`src/rtl/core/smc_pkg.sv`:
```
// Shared constants, types and helper functions for the sprite mask collision block.
// Depends on nothing; every other file of the block but smc_ram imports it.
package smc_pkg;

	localparam int SPRITES    = 16;
	localparam int PICTURES   = 64;
	localparam int MAX_WIDTH  = 32;
	localparam int MAX_HEIGHT = 32;

	localparam int ROW_W    = 32;
	localparam int HIT_BITS = 16;
	localparam int COORD_W  = 20;
	localparam int SPR_W    = $clog2(SPRITES);
	localparam int CAND_W   = $clog2(SPRITES + 1);
	localparam int PIC_W    = $clog2(PICTURES);
	localparam int W_W      = $clog2(MAX_WIDTH + 1);
	localparam int H_W      = $clog2(MAX_HEIGHT + 1);
	localparam int RIDX_W   = $clog2(MAX_HEIGHT);
	localparam int MADDR_W  = $clog2(PICTURES * MAX_HEIGHT);
	localparam int LEN_W    = $clog2(ROW_W + 1);
	localparam int SH_W     = $clog2(ROW_W);
	localparam int PICNUM_W = 14;

	localparam int MODE_FLIP_X = 0;
	localparam int MODE_FLIP_Y = 1;
	localparam int MODE_MASKED = 2;

	typedef enum logic [2:0] {
		CMD_HEADER  = 3'd0,
		CMD_ROW     = 3'd1,
		CMD_SET     = 3'd2,
		CMD_OFF     = 3'd3,
		CMD_COLLIDE = 3'd4
	} cmd_code_t;

	typedef enum logic [3:0] {
		ST_IDLE,
		ST_FETCH_ME,
		ST_FORM_ME,
		ST_CAND,
		ST_FETCH_OT,
		ST_FORM_OT,
		ST_OVL,
		ST_PREP,
		ST_RDA,
		ST_RDB,
		ST_CMP,
		ST_DONE
	} state_t;

	typedef struct packed {
		logic [2:0]      mode;
		logic [15:0]     hot_y;
		logic [15:0]     hot_x;
		logic [H_W-1:0]  h;
		logic [W_W-1:0]  w;
	} hdr_t;

	localparam int HDR_W = $bits(hdr_t);

	typedef struct packed {
		logic signed [COORD_W-1:0] left;
		logic signed [COORD_W-1:0] top;
		logic [W_W-1:0]            w;
		logic [H_W-1:0]            h;
		logic [PIC_W-1:0]          pic;
		logic                      fx;
		logic                      fy;
	} form_t;

	typedef struct packed {
		logic take;
		logic fetch;
		logic fetch_oth;
		logic form_me;
		logic form_oth;
		logic cand_inc;
		logic ovl_load;
		logic prep_load;
		logic rd_b;
		logic py_inc;
		logic set_hit;
		logic finish;
	} dp_cmd_t;

	typedef struct packed {
		logic form_ok;
		logic cand_end;
		logic cand_self;
		logic overlap;
		logic row_hit;
		logic row_last;
		logic out_free;
	} dp_stat_t;

	function automatic logic [ROW_W-1:0] rev_row(input logic [ROW_W-1:0] v);
		logic [ROW_W-1:0] r;
		for (int i = 0; i < ROW_W; i++) begin
			r[i] = v[ROW_W-1-i];
		end
		return r;
	endfunction

endpackage

```
`src/rtl/core/smc_ctrl.sv`:
```
// Sequencer for the sprite mask collision block: accepts commands and walks a collide query.
// Depends on smc_pkg.
module smc_ctrl (
	input  logic              clk,
	input  logic              arst_n,
	input  logic              in_valid,
	output logic              in_stall,
	input  logic [2:0]        cmd,
	input  smc_pkg::dp_stat_t st,
	output smc_pkg::dp_cmd_t  ctl
);
	import smc_pkg::*;

	state_t state_q, state_d;

	always_ff @(posedge clk or negedge arst_n) begin
		if (!arst_n) begin
			state_q <= ST_IDLE;
		end else begin
			state_q <= state_d;
		end
	end

	always_comb begin
		state_d  = state_q;
		ctl      = '0;
		in_stall = 1'b1;
		case (state_q)
			ST_IDLE: begin
				in_stall = 1'b0;
				if (in_valid) begin
					ctl.take = 1'b1;
					if (cmd == CMD_COLLIDE) begin
						state_d = ST_FETCH_ME;
					end
				end
			end
			ST_FETCH_ME: begin
				ctl.fetch = 1'b1;
				state_d   = ST_FORM_ME;
			end
			ST_FORM_ME: begin
				ctl.form_me = 1'b1;
				state_d     = st.form_ok ? ST_CAND : ST_DONE;
			end
			ST_CAND: begin
				if (st.cand_end) begin
					state_d = ST_DONE;
				end else if (st.cand_self) begin
					ctl.cand_inc = 1'b1;
				end else begin
					state_d = ST_FETCH_OT;
				end
			end
			ST_FETCH_OT: begin
				ctl.fetch     = 1'b1;
				ctl.fetch_oth = 1'b1;
				state_d       = ST_FORM_OT;
			end
			ST_FORM_OT: begin
				ctl.form_oth = 1'b1;
				if (st.form_ok) begin
					state_d = ST_OVL;
				end else begin
					ctl.cand_inc = 1'b1;
					state_d      = ST_CAND;
				end
			end
			ST_OVL: begin
				ctl.ovl_load = 1'b1;
				if (st.overlap) begin
					state_d = ST_PREP;
				end else begin
					ctl.cand_inc = 1'b1;
					state_d      = ST_CAND;
				end
			end
			ST_PREP: begin
				ctl.prep_load = 1'b1;
				state_d       = ST_RDA;
			end
			ST_RDA: begin
				state_d = ST_RDB;
			end
			ST_RDB: begin
				ctl.rd_b = 1'b1;
				state_d  = ST_CMP;
			end
			ST_CMP: begin
				if (st.row_hit) begin
					ctl.set_hit  = 1'b1;
					ctl.cand_inc = 1'b1;
					state_d      = ST_CAND;
				end else if (st.row_last) begin
					ctl.cand_inc = 1'b1;
					state_d      = ST_CAND;
				end else begin
					ctl.py_inc = 1'b1;
					state_d    = ST_RDA;
				end
			end
			ST_DONE: begin
				if (st.out_free) begin
					ctl.finish = 1'b1;
					state_d    = ST_IDLE;
				end
			end
			default: begin
				state_d = ST_IDLE;
			end
		endcase
	end

	a_hit_from_cmp: assert property (@(posedge clk) disable iff (!arst_n)
		ctl.set_hit |-> state_q == ST_CMP && st.row_hit)
		else $error("hit recorded outside a row compare");
	a_hit_back_to_cand: assert property (@(posedge clk) disable iff (!arst_n)
		ctl.set_hit |=> state_q == ST_CAND)
		else $error("no return to candidate scan after a hit");
	a_take_idle: assert property (@(posedge clk) disable iff (!arst_n)
		ctl.take |-> !in_stall)
		else $error("item taken while stalled");

endmodule

```
`config.mk`:
```
export PLATFORM = sky130hd
export DESIGN_NAME = smc_ctrl
export DESIGN_NICKNAME = d
export VERILOG_FILES = /design/src/rtl/core/smc_pkg.sv /design/src/rtl/core/smc_ctrl.sv
export SDC_FILE = /design/constraint.sdc
export NUM_CORES = 1
export LEC_CHECK = 0
export BUFFER_PORTS_ARGS = -buffer_cell sky130_fd_sc_hd__buf_2
export CAP_MARGIN = 15
export CORE_AREA = 2 2 39 41
export CTS_CLUSTER_SIZE = 30
export DETAILED_ROUTE_END_ITERATION = 12
export DIE_AREA = 0 0 41 43
export HOLD_SLACK_MARGIN = 0.12
export PLACE_DENSITY = 0.66
export SYNTH_ARGS = -nofsm -noshare
export SYNTH_HDL_FRONTEND = slang
export SYNTH_SLANG_ARGS = --single-unit
```
`constraint.sdc`:
```
create_clock -name clk -period 1.6 [get_ports clk]
set_clock_uncertainty 0.15 [all_clocks]
set_input_delay 0.16 -clock clk [delete_from_list [all_inputs] [get_ports clk]]
set_output_delay 0.16 -clock clk [all_outputs]
set_load 0.02 [all_outputs]
```
# After elaboration in Yosys (flattened, before gate mapping)
# Index checks and enable logic that the tools add are counted.
dict set report op_classes {
  n_eq_ne 16
  muxes 34
  n_reduce_logical 3
}
# cell n
set ops {}
lappend ops {{$pmux W4 S12} 1}
lappend ops {{$mux W4} 8}
lappend ops {{$mux W1} 21}
lappend ops {{$eq A4 B3 Y1 const B} 4}
lappend ops {{$eq A4 B4 Y1 const B} 4}
lappend ops {{$eq A4 B2 Y1 const B} 2}
lappend ops {{$mux W3} 2}
lappend ops {{$ne A2 B2 Y1 const B} 3}
lappend ops {{$eq A4 B1 Y1 const B} 1}
lappend ops {{$logic_not A4 Y1} 1}
lappend ops {{$pmux W1 S4} 1}
lappend ops {{$reduce_and A4 Y1} 1}
lappend ops {{$eq A3 B3 Y1 const B} 1}
lappend ops {{$ne A3 B3 Y1 const B} 1}
lappend ops {{$mux W2} 1}
lappend ops {{$reduce_or A2 Y1} 1}
dict set report word_totals {
  ff_bits 4
  input_bits 13
  out_inout_bits 13
  wordCells 54
}

# Logic depth before layout (Yosys ltp)
# Gate-level depths: netlist of run 1.
dict set report depth {
  ltp_word 4
  depth_mapped 4
}

# Worst setup path after synthesis of run 1
# Ideal clock, no wire load.
dict set report synth_timing {
  path_kind {register -> output}
  from {register state_q[3]}
  to {output port ctl[9] (netlist bit)}
  arrival_ns 1.260
  t_required_ns 1.290
  slack_ns 0.030
  path_stages_with_launch 4
  n_path_buf 1
  path_cell_list {dfrtp_1 > buf_2 > nand2b_1 > nor3_1}
}
# item line_no
set synth_rtl {}
lappend synth_rtl {{start, declared} smc_ctrl.sv:14} ;# state_t state_q, state_d;
lappend synth_rtl {{start signal, assigned} smc_ctrl.sv:20} ;# state_q <= state_d;
lappend synth_rtl {{end, declared} smc_ctrl.sv:10} ;# output smc_pkg::dp_cmd_t ctl

# Worst setup path after layout of run 1
dict set report layout_timing {
  from {register state_q[3]}
  to {register state_q[3]}
}
dict set report layout_between {
  elab_chain_len 3
}
# item line_no
set layout_lines {}
lappend layout_lines {{$eq A4 B2 Y1 (tied with other cells)} smc_ctrl.sv:28} ;# case (state_q)
lappend layout_lines {{$ne A3 B3 Y1 (no line) / $ne A2 B2 Y1 (equally long branches)} --}
lappend layout_lines {{$reduce_and A4 Y1 (no line)} --}
# Several ways; a longest one is shown, not always the timed one.
# A chain may end at the register's enable or synchronous reset.

==> impl.org, run 1 <==
** Run status
- Run status :: finished, violations left
- Failing checks :: setup timing

** Logic synthesis
- Cell Area, Synth :: 473.0 um^2
- Yosys mapped a number of flops with a built-in enable equal to 0.
- Counting flops and latches in the post-synthesis netlist gives 4.
- Yosys mapped the design onto 30 distinct sky130hd cell types.
- Share of Yosys cell area claimed by the top area cell type :: 0.2116
- Yosys top cell by area :: sky130_fd_sc_hd__dfrtp_1
- For this run, the number of Yosys warnings is 0.
- After synthesis, the cell types taking the most area are sky130_fd_sc_hd__dfrtp_1 21%, sky130_fd_sc_hd__nor2_1 7.1%, sky130_fd_sc_hd__nand2b_1 6.6%, sky130_fd_sc_hd__nor3_1 5.3%, sky130_fd_sc_hd__nand4bb_1 4.8%.
- Syn_nets :: 77
- Mean post-synth cell area :: 7.390 um^2
- After technology mapping, the gate count stands at 64.
- For this run, asynchronously set or reset flops after synthesis account for 1.000.
- Of the synthesized area, sequential elements account for 0.2116.
- The most used flip-flop cell after synthesis is sky130_fd_sc_hd__dfrtp_1.

** Critical path
- The largest individual stage delay along the critical path comes from the cell sky130_fd_sc_hd__or4b_1.
- The worst setup path is launched from a register.
- Cells along the critical path :: buf_4 > or4b_1 > a21oi_2 > a211o_1
- Worst path required time :: 1.63 ns
- R2R Setup Slk :: -0.10 ns
- By startpoint and endpoint, the worst setup path is classified as register to register.
- Data arrives at the worst endpoint at 1.74 ns.
- The number of buffers and inverters on the critical path is 1.
- Critical Path Sink Type :: register
- Critical R2R Capture :: state_q[3]
- Cells on worst reg2reg path :: 4
- Startpoint of the worst-slack reg-to-reg timing path :: state_q[3]
- Top Family by Delay on Critical Path :: simple AND/OR/NAND/NOR gates
- Highest cell delay on the worst timing path :: 0.52 ns
- Along the worst path, the maximum fanout reaches 6.

** Power
- Overall Power :: 0.001897 W
- Max rail drop VDD :: 1.031 mV
- In this run the static leakage power is 0.4506 nW.
- In this run the power density over the cells is 1954 mW/mm^2.

** Finish
- With fillers left out, the area of the finished cells amounts to 970.9 um^2.
- Commonest non-fill, non-tap cell in the layout :: sky130_fd_sc_hd__buf_4
- Post-layout nets :: 125
- Most frequent cells in the layout :: 19 x sky130_fd_sc_hd__buf_4, 15 x sky130_fd_sc_hd__buf_2, 9 x sky130_fd_sc_hd__nor2_1, 9 x sky130_fd_sc_hd__buf_6
- Layout cell share with drive strength beyond 1 :: 0.6000
- The largest registers in the layout are state_q x4.
- For this run, the share of the core covered by cells in the final layout is 0.7016.
- The register with the most flip-flops in the layout has 4 of them.
- Area Growth Syn to Fin :: 105.3%
- Ranked by flip-flop count, first place goes to state_q.
- Antenna cells :: 0

** Timing
- At the pin with the least slew margin, the transition time is 0.2716 ns.
- Timing-limited maximum frequency :: 0.5867 GHz
- The final hold violation count came to 0.
- Setup violations remaining at the end of the flow were counted as 9.
- Minimum period implied by the final worst setup slack :: 1.704 ns
- Worst slew margin relative to its limit :: 0.8164
- In the post-route analysis, the smallest setup slack over all paths is -0.1045 ns.
- Period Utilization, post-route :: 1.065
- Max-slew violations :: 0
- Setup repair after global routing could not meet its margin everywhere.
- Final sum of negative setup slack :: -0.4013 ns

** Floorplan
- The die covers 0.001763 mm^2.
- The floorplan has 14 rows.
- In this run the standard cell core region covers 0.001384 mm^2.
- The die is 41 um wide.
- The floorplan step set the die height to 43 um.
- For this configuration, the core starts out at a cell density of 0.3418.
- 26 I/O pins were placed.

** Global routing
- The number of global-route vias before repair is 669.
- Maximum number of pins on one net before global-route repair :: 11
- The total overflow left after global routing is 0.
- The first global-routing pass estimated 2.663 mm of wire.
- Number of antenna violations at the first check in global routing :: 0
- Overall routing resource usage :: 0.2210

** Clock tree
- CTS built an H-tree with a depth of 1.
- Library cell used as clock root buffer :: sky130_fd_sc_hd__clkbuf_4
- For the worst-skew pair, the clock arrives at the later sink with an insertion delay of 0.25 ns.
- Max clock buf depth :: 2
- Reg clk slew, reported paths :: 0.04 ns
- Counting the buffers created by CTS gives 3.
- CTS saw 4 sinks.
- TritonCTS clock tree :: built

** Hold path
- The worst hold path begins at st[5].
- Hold-critical path depth :: 3
- End of the worst hold path :: state_q[0]
- Path type of the worst min-delay path :: primary input to register

** Placed design
- Area after DPL :: 650.6 um^2
- PortBufs :: 25
- Routability congestion estimate from global placement :: 0.8809
- Detailed-placement wirelength estimate :: 1.096 mm

** Routing
- Wires add up to 1.934 mm.
- First-pass detailed-route iteration total :: 4
- The detail route stage leaves a number of antenna-violating nets equal to 0.
- After detailed routing, the average wire length per cell comes to 15.35 um.
- Across all layers, the routed design uses 711 vias.
- Post-DR vias/cell :: 5.643
- After detailed routing, the number of remaining DRC violations is 0.
- Number of DRC markers in iteration 0 :: 17

** Run
- Max-cap violations in this run came to 0.
-- metal layers --
metal / vias up / GRT usage / wire [um]
li1: 332 / - / -
met1: 336 / 0.2353 / 710
met2: 40 / 0.3844 / 1064
met3: 3 / 0.03141 / 136
met4: 0 / 0.1200 / 23
met5: - / 0 / 0
-- layout make-up --
| class | instances | area (um^2) |
|---|---|---|
| multi-input cells | 52 | 444.2 |
| fillers | 92 | 412.9 |
| repair buffers | 47 | 364.1 |
| flip-flops and latches | 4 | 105.1 |
| clock buffers | 3 | 22.52 |
| well taps | 16 | 20.02 |
| inverters | 4 | 15.01 |
-- through the flow --
step	instances	hold slack, ns	worst slack, ns
6_report	126	0.1866	-0.1045
5_1_grt	126	0.2118	-0.1358
4_1_cts	123	0.1954	-0.06925
3_5_place_dp	108	-0.1845	0.02472
3_3_place_gp	108	-0.1865	0.06520
2_1_floorplan	64	-0.2856	0.02974
-- worst reg2reg max path, delay by kind of cell (launching register included) --
| kind | cells | cell delay [ns] |
|---|---|---|
| DFF | 1 | 0.46 |
| buffers and inverters | 1 | 0.18 |
| AOI/OAI and AO/OA | 2 | 0.32 |
| and+or+nand+nor | 1 | 0.52 |
-- how the worst max path moves through the flow --
stage	from	to	slack, ns	cells past startpoint
2_1_floorplan	state_q[3]	ctl[9]	0.03	3
3_3_place_gp	state_q[3]	state_q[1]	0.07	4
3_5_place_dp	state_q[3]	state_q[1]	0.02	4
4_1_cts	state_q[1]	ctl[6]	-0.07	5
5_1_grt	state_q[3]	ctl[11]	-0.14	4
6_report	state_q[3]	state_q[3]	-0.10	4
-- synthesized netlist by cell type (all sizes together), types with 2 or more instances --
master	n
a21oi	3
nand2b	5
nor3b	2
nor2b	2
nand4bb	2
o221ai	2
and2	3
dfrtp	4
buf	4
nand2	2
nor2	9
inv	4
nor3	5
-- timing repair --
| item | CTS | global route |
|---|---|---|
| endpoints found under the setup margin | 11 | 14 |
| hold endpoints to repair | 5 | 0 |
| gates resized for setup | 22 | 23 |
| hold buffers | 3 | 0 |
| pin swaps | 4 | 5 |
| setup buffers | 9 | 3 |
-- power by group --
part           switching [W]  internal [W]  leakage [nW]  total, W
Clock              0.0000480     0.0000843        0.0138  0.000132
Combinational       0.000704      0.000786         0.393   0.00149
Sequential          0.000111      0.000165        0.0439  0.000276
-- logic make-up after synthesis --
group | share of synthesized area
xor+xnor | 0.01852
simple gates | 0.4338
buf+inv | 0.07407
flops | 0.2116
compound gates | 0.2619
Power figures use the tool's default switching activity.
==> inputs of run 2 (changes only) <==
--- a/config.mk
+++ b/config.mk
@@ -7,12 +7,14 @@
 export LEC_CHECK = 0
 export BUFFER_PORTS_ARGS = -buffer_cell sky130_fd_sc_hd__buf_2
 export CAP_MARGIN = 15
-export CORE_AREA = 2 2 39 41
+export CELL_PAD_IN_SITES_DETAIL_PLACEMENT = 1
+export CELL_PAD_IN_SITES_GLOBAL_PLACEMENT = 2
+export CORE_ASPECT_RATIO = 0.75
+export CORE_UTILIZATION = 21
 export CTS_CLUSTER_SIZE = 30
 export DETAILED_ROUTE_END_ITERATION = 12
-export DIE_AREA = 0 0 41 43
 export HOLD_SLACK_MARGIN = 0.12
-export PLACE_DENSITY = 0.66
+export PLACE_DENSITY_LB_ADDON = 0.1
 export SYNTH_ARGS = -nofsm -noshare
 export SYNTH_HDL_FRONTEND = slang
 export SYNTH_SLANG_ARGS = --single-unit
==> run 2 against run 1 <==
The flow finishes with violations (DRC, setup timing). Count of clock-buffer cells in the layout did not move. Critical path depth rose by 1. Die area rose by 39%. Combinational power rose by 31%. Via count rose by 4.1%. Sequential share of layout area fell by 2.0 points. Critical endpoint is now ctl[6]. Maximum frequency fell by 3.4%. Global-route usage fell by 2.7 points. Clock power rose by 4%. Register-to-register slack improved by 0.03 ns.
==> impl.org, run 2 (synthesis results as in run 1) <==
** Global routing
- The total routing resource utilization after global routing was 0.1936 (-0.02736).
- Number of antenna violations at the first check in global routing :: 0 (unchanged)
- First-pass GRT wire length :: 3.470 mm (+30%)
- The maximum number of pins on one net before global-route repair was 10 (-1).
- Number of global-route vias before repair :: 739 (+10%)
- The total grt overflow was 0 (unchanged).

** Routing
- Post-DR vias/cell :: 5.068 (-10%)
- The routed wire length is 2.540 mm (+31%).
- The final antenna-violating net count is 0 (unchanged).
- Number of DRC markers in iteration 0 :: 17 (unchanged)
- DRC violation count after routing :: 2 (+2)
- The routed length per instance is 17.40 um (+13%).
- Number of vias in the routed layout :: 740 (+4.1%)
- First-pass detailed-route iteration total :: 8 (+4)

** Floorplan
- Area inside the core boundary :: 0.002067 mm^2 (+49%)
- The number of ports placed on the die boundary was 26 (unchanged).
- Die outline area :: 0.002448 mm^2 (+39%)
- The horizontal extent of the die was 56.80 um (+39%).
- The number of placement rows came to 14 (unchanged).
- Effective utilization at floorplan :: 0.2288 (-0.1130)
- The die boundary height was 43.10 um (+0.23%).

** Clock tree
- TritonCTS clock tree :: built
- Max clock buf depth :: 2 (unchanged)
- Num Clock Sinks :: 4 (unchanged)
- The number of H-tree levels is 1 (unchanged).
- Reg clk slew, reported paths :: 0.04 ns (about the same)
- Library cell used as clock root buffer :: sky130_fd_sc_hd__clkbuf_4
- The number of CTS-inserted buffers was 3 (unchanged).
- The latest clock arrival within the worst-skew pair came to 0.25 ns (about the same).

** Placed design
- PortBufs :: 25 (unchanged)
- The placed instance area is 735.7 um^2 (+13%).
- Routability congestion estimate from global placement :: 0.7131 (-19%)
- Detailed-placement wirelength estimate :: 1.469 mm (+34%)
- The worst setup timing slack at the placement stage was 0.006804 ns (-0.01792 ns).

** Critical path
- Critical path launch point type :: register
- Critical Path Sink Type :: output port
- Worst path required time :: 1.29 ns (-0.34 ns)
- Arrival time of data at the critical path endpoint :: 1.45 ns (-0.29 ns)
- Crit-path max FO :: 8 (+2)
- The length in cells of the worst reg-to-reg path came to 5 (+1).
- The critical path is of the register to output port type.

** Power
- Overall Power :: 0.002393 W (+26%)
- Pwr Density :: 2020 mW/mm^2 (+3.3%)
- Max rail drop VDD :: 0.9870 mV (-4.2%)
- The static power due to leakage came to 0.5304 nW (+18%).

** Timing
- The highest attainable clock frequency is 0.5666 GHz (-3.4%).
- Period Utilization, post-route :: 1.103 (+0.03781)
- The slew at the pin closest to its max-slew limit is 0.2726 ns (+0.0009695 ns).
- The final hold violation count came to 0 (unchanged).
- Worst slew margin relative to its limit :: 0.8183 (+0.001905)
- Minimum period implied by the final worst setup slack :: 1.765 ns (+0.06049 ns)
- Setup repair after global routing missed its margin :: true
- Max-slew violations :: 0 (unchanged)
- The number of setup violations in the final report is 15 (+6).
- Slack of the critical path :: -0.1650 ns (-0.06049 ns)

** Finish
- Layout cell share with drive strength beyond 1 :: 0.7213 (+0.1213)
- Antenna cells :: 0 (unchanged)
- Largest register FFs :: 4 (unchanged)
- Area Growth Syn to Fin :: 150.5%
- The count of nets after finishing came to 137 (+9.6%).
- Largest registers :: state_q x4
- Register bank with the most flops :: state_q
- Most frequent cells in the layout :: 27 x sky130_fd_sc_hd__buf_4, 17 x sky130_fd_sc_hd__buf_6, 12 x sky130_fd_sc_hd__buf_2
- The utilization after layout is 0.5732 (-0.1284).
- Final design area excluding fillers :: 0.001185 mm^2 (+22%)
- Commonest non-fill, non-tap cell in the layout :: sky130_fd_sc_hd__buf_4

** Run status
- The run finished, with violations left.
- Failing checks :: DRC, setup timing

** Hold path
- Path type of the worst min-delay path :: primary input to register
- Hold-critical path depth :: 3 (unchanged)

** Run
- Maxcap violations :: 0 (unchanged)
-- run 2: cell types whose count changed in the layout (fill, tap and decap cells not counted), moves of 2 or more --
cell | previous run | this run
sky130_fd_sc_hd__buf_4 | 19 | 27
sky130_fd_sc_hd__nor2_4 | 0 | 2
sky130_fd_sc_hd__buf_6 | 9 | 17
sky130_fd_sc_hd__buf_2 | 15 | 12
sky130_fd_sc_hd__nor2_1 | 9 | 7
-- run 2: power by group --
part / total (W) / internal (W) / switching [W] / leakage (nW)
sequential: 0.000307 / 0.000164 / 0.000144 / 0.0439
combinational: 0.00195 / 0.00108 / 0.000874 / 0.473
clock: 0.000137 / 0.0000846 / 0.0000519 / 0.0138
-- run 2: final cells by class --
cell class | count | area, um^2
clock buffers | 3 | 22.52
fillers | 248 | 882.1
inverters | 4 | 15.01
well taps | 24 | 30.03
flip-flops and latches | 4 | 105.1
repair buffers | 59 | 484.2
multi-input cells | 52 | 528.0
-- run 2: routing by layer --
layer  GRT usage  part of all wire  vias to the layer above
met5           0                 0                        -
met4      0.1024             0.012                        0
met3     0.01829             0.019                        3
met2      0.3238              0.51                       16
met1      0.2482              0.46                      366
li1            -                 -                      355
-- run 2: what timing repair did --
| item | CTS | global route |
|---|---|---|
| gates resized for setup | 41 | 29 |
| setup endpoints to repair | 13 | 17 |
| buffers inserted | 9 | 5 |
| pin swaps | 3 | 12 |
| hold buffers | 3 | 0 |
| hold endpoints to repair | 5 | 0 |
-- run 2: path summary, 6_finish.rpt --
kind                                  from         end  slack, ns
worst max-delay path            state_q[0]      ctl[6]      -0.16
worst min-delay path                 st[5]  state_q[0]       0.13
worst max register to register  state_q[3]  state_q[3]      -0.07
worst min register to register  state_q[3]  state_q[2]       0.63
max in group asynchronous           arst_n  state_q[0]       0.43
min in group asynchronous           arst_n  state_q[1]       0.66
-- run 2: through the flow --
stage,setup TNS [ns],instances,hold slack (ns)
2_1_floorplan,0,64,-0.2856
3_3_place_gp,0,126,-0.1764
3_5_place_dp,0,126,-0.1810
4_1_cts,-0.7277,141,0.1578
5_1_grt,-1.800,146,0.1685
6_report,-1.160,146,0.1336
-- run 2: critical path, stage by stage (launching register included) --
cell,delay [ns]
sky130_fd_sc_hd__dfrtp_2,0.50
sky130_fd_sc_hd__buf_6,0.16
sky130_fd_sc_hd__and3b_2,0.24
sky130_fd_sc_hd__nand2_2,0.07
sky130_fd_sc_hd__o221ai_2,0.07
sky130_fd_sc_hd__buf_4,0.16
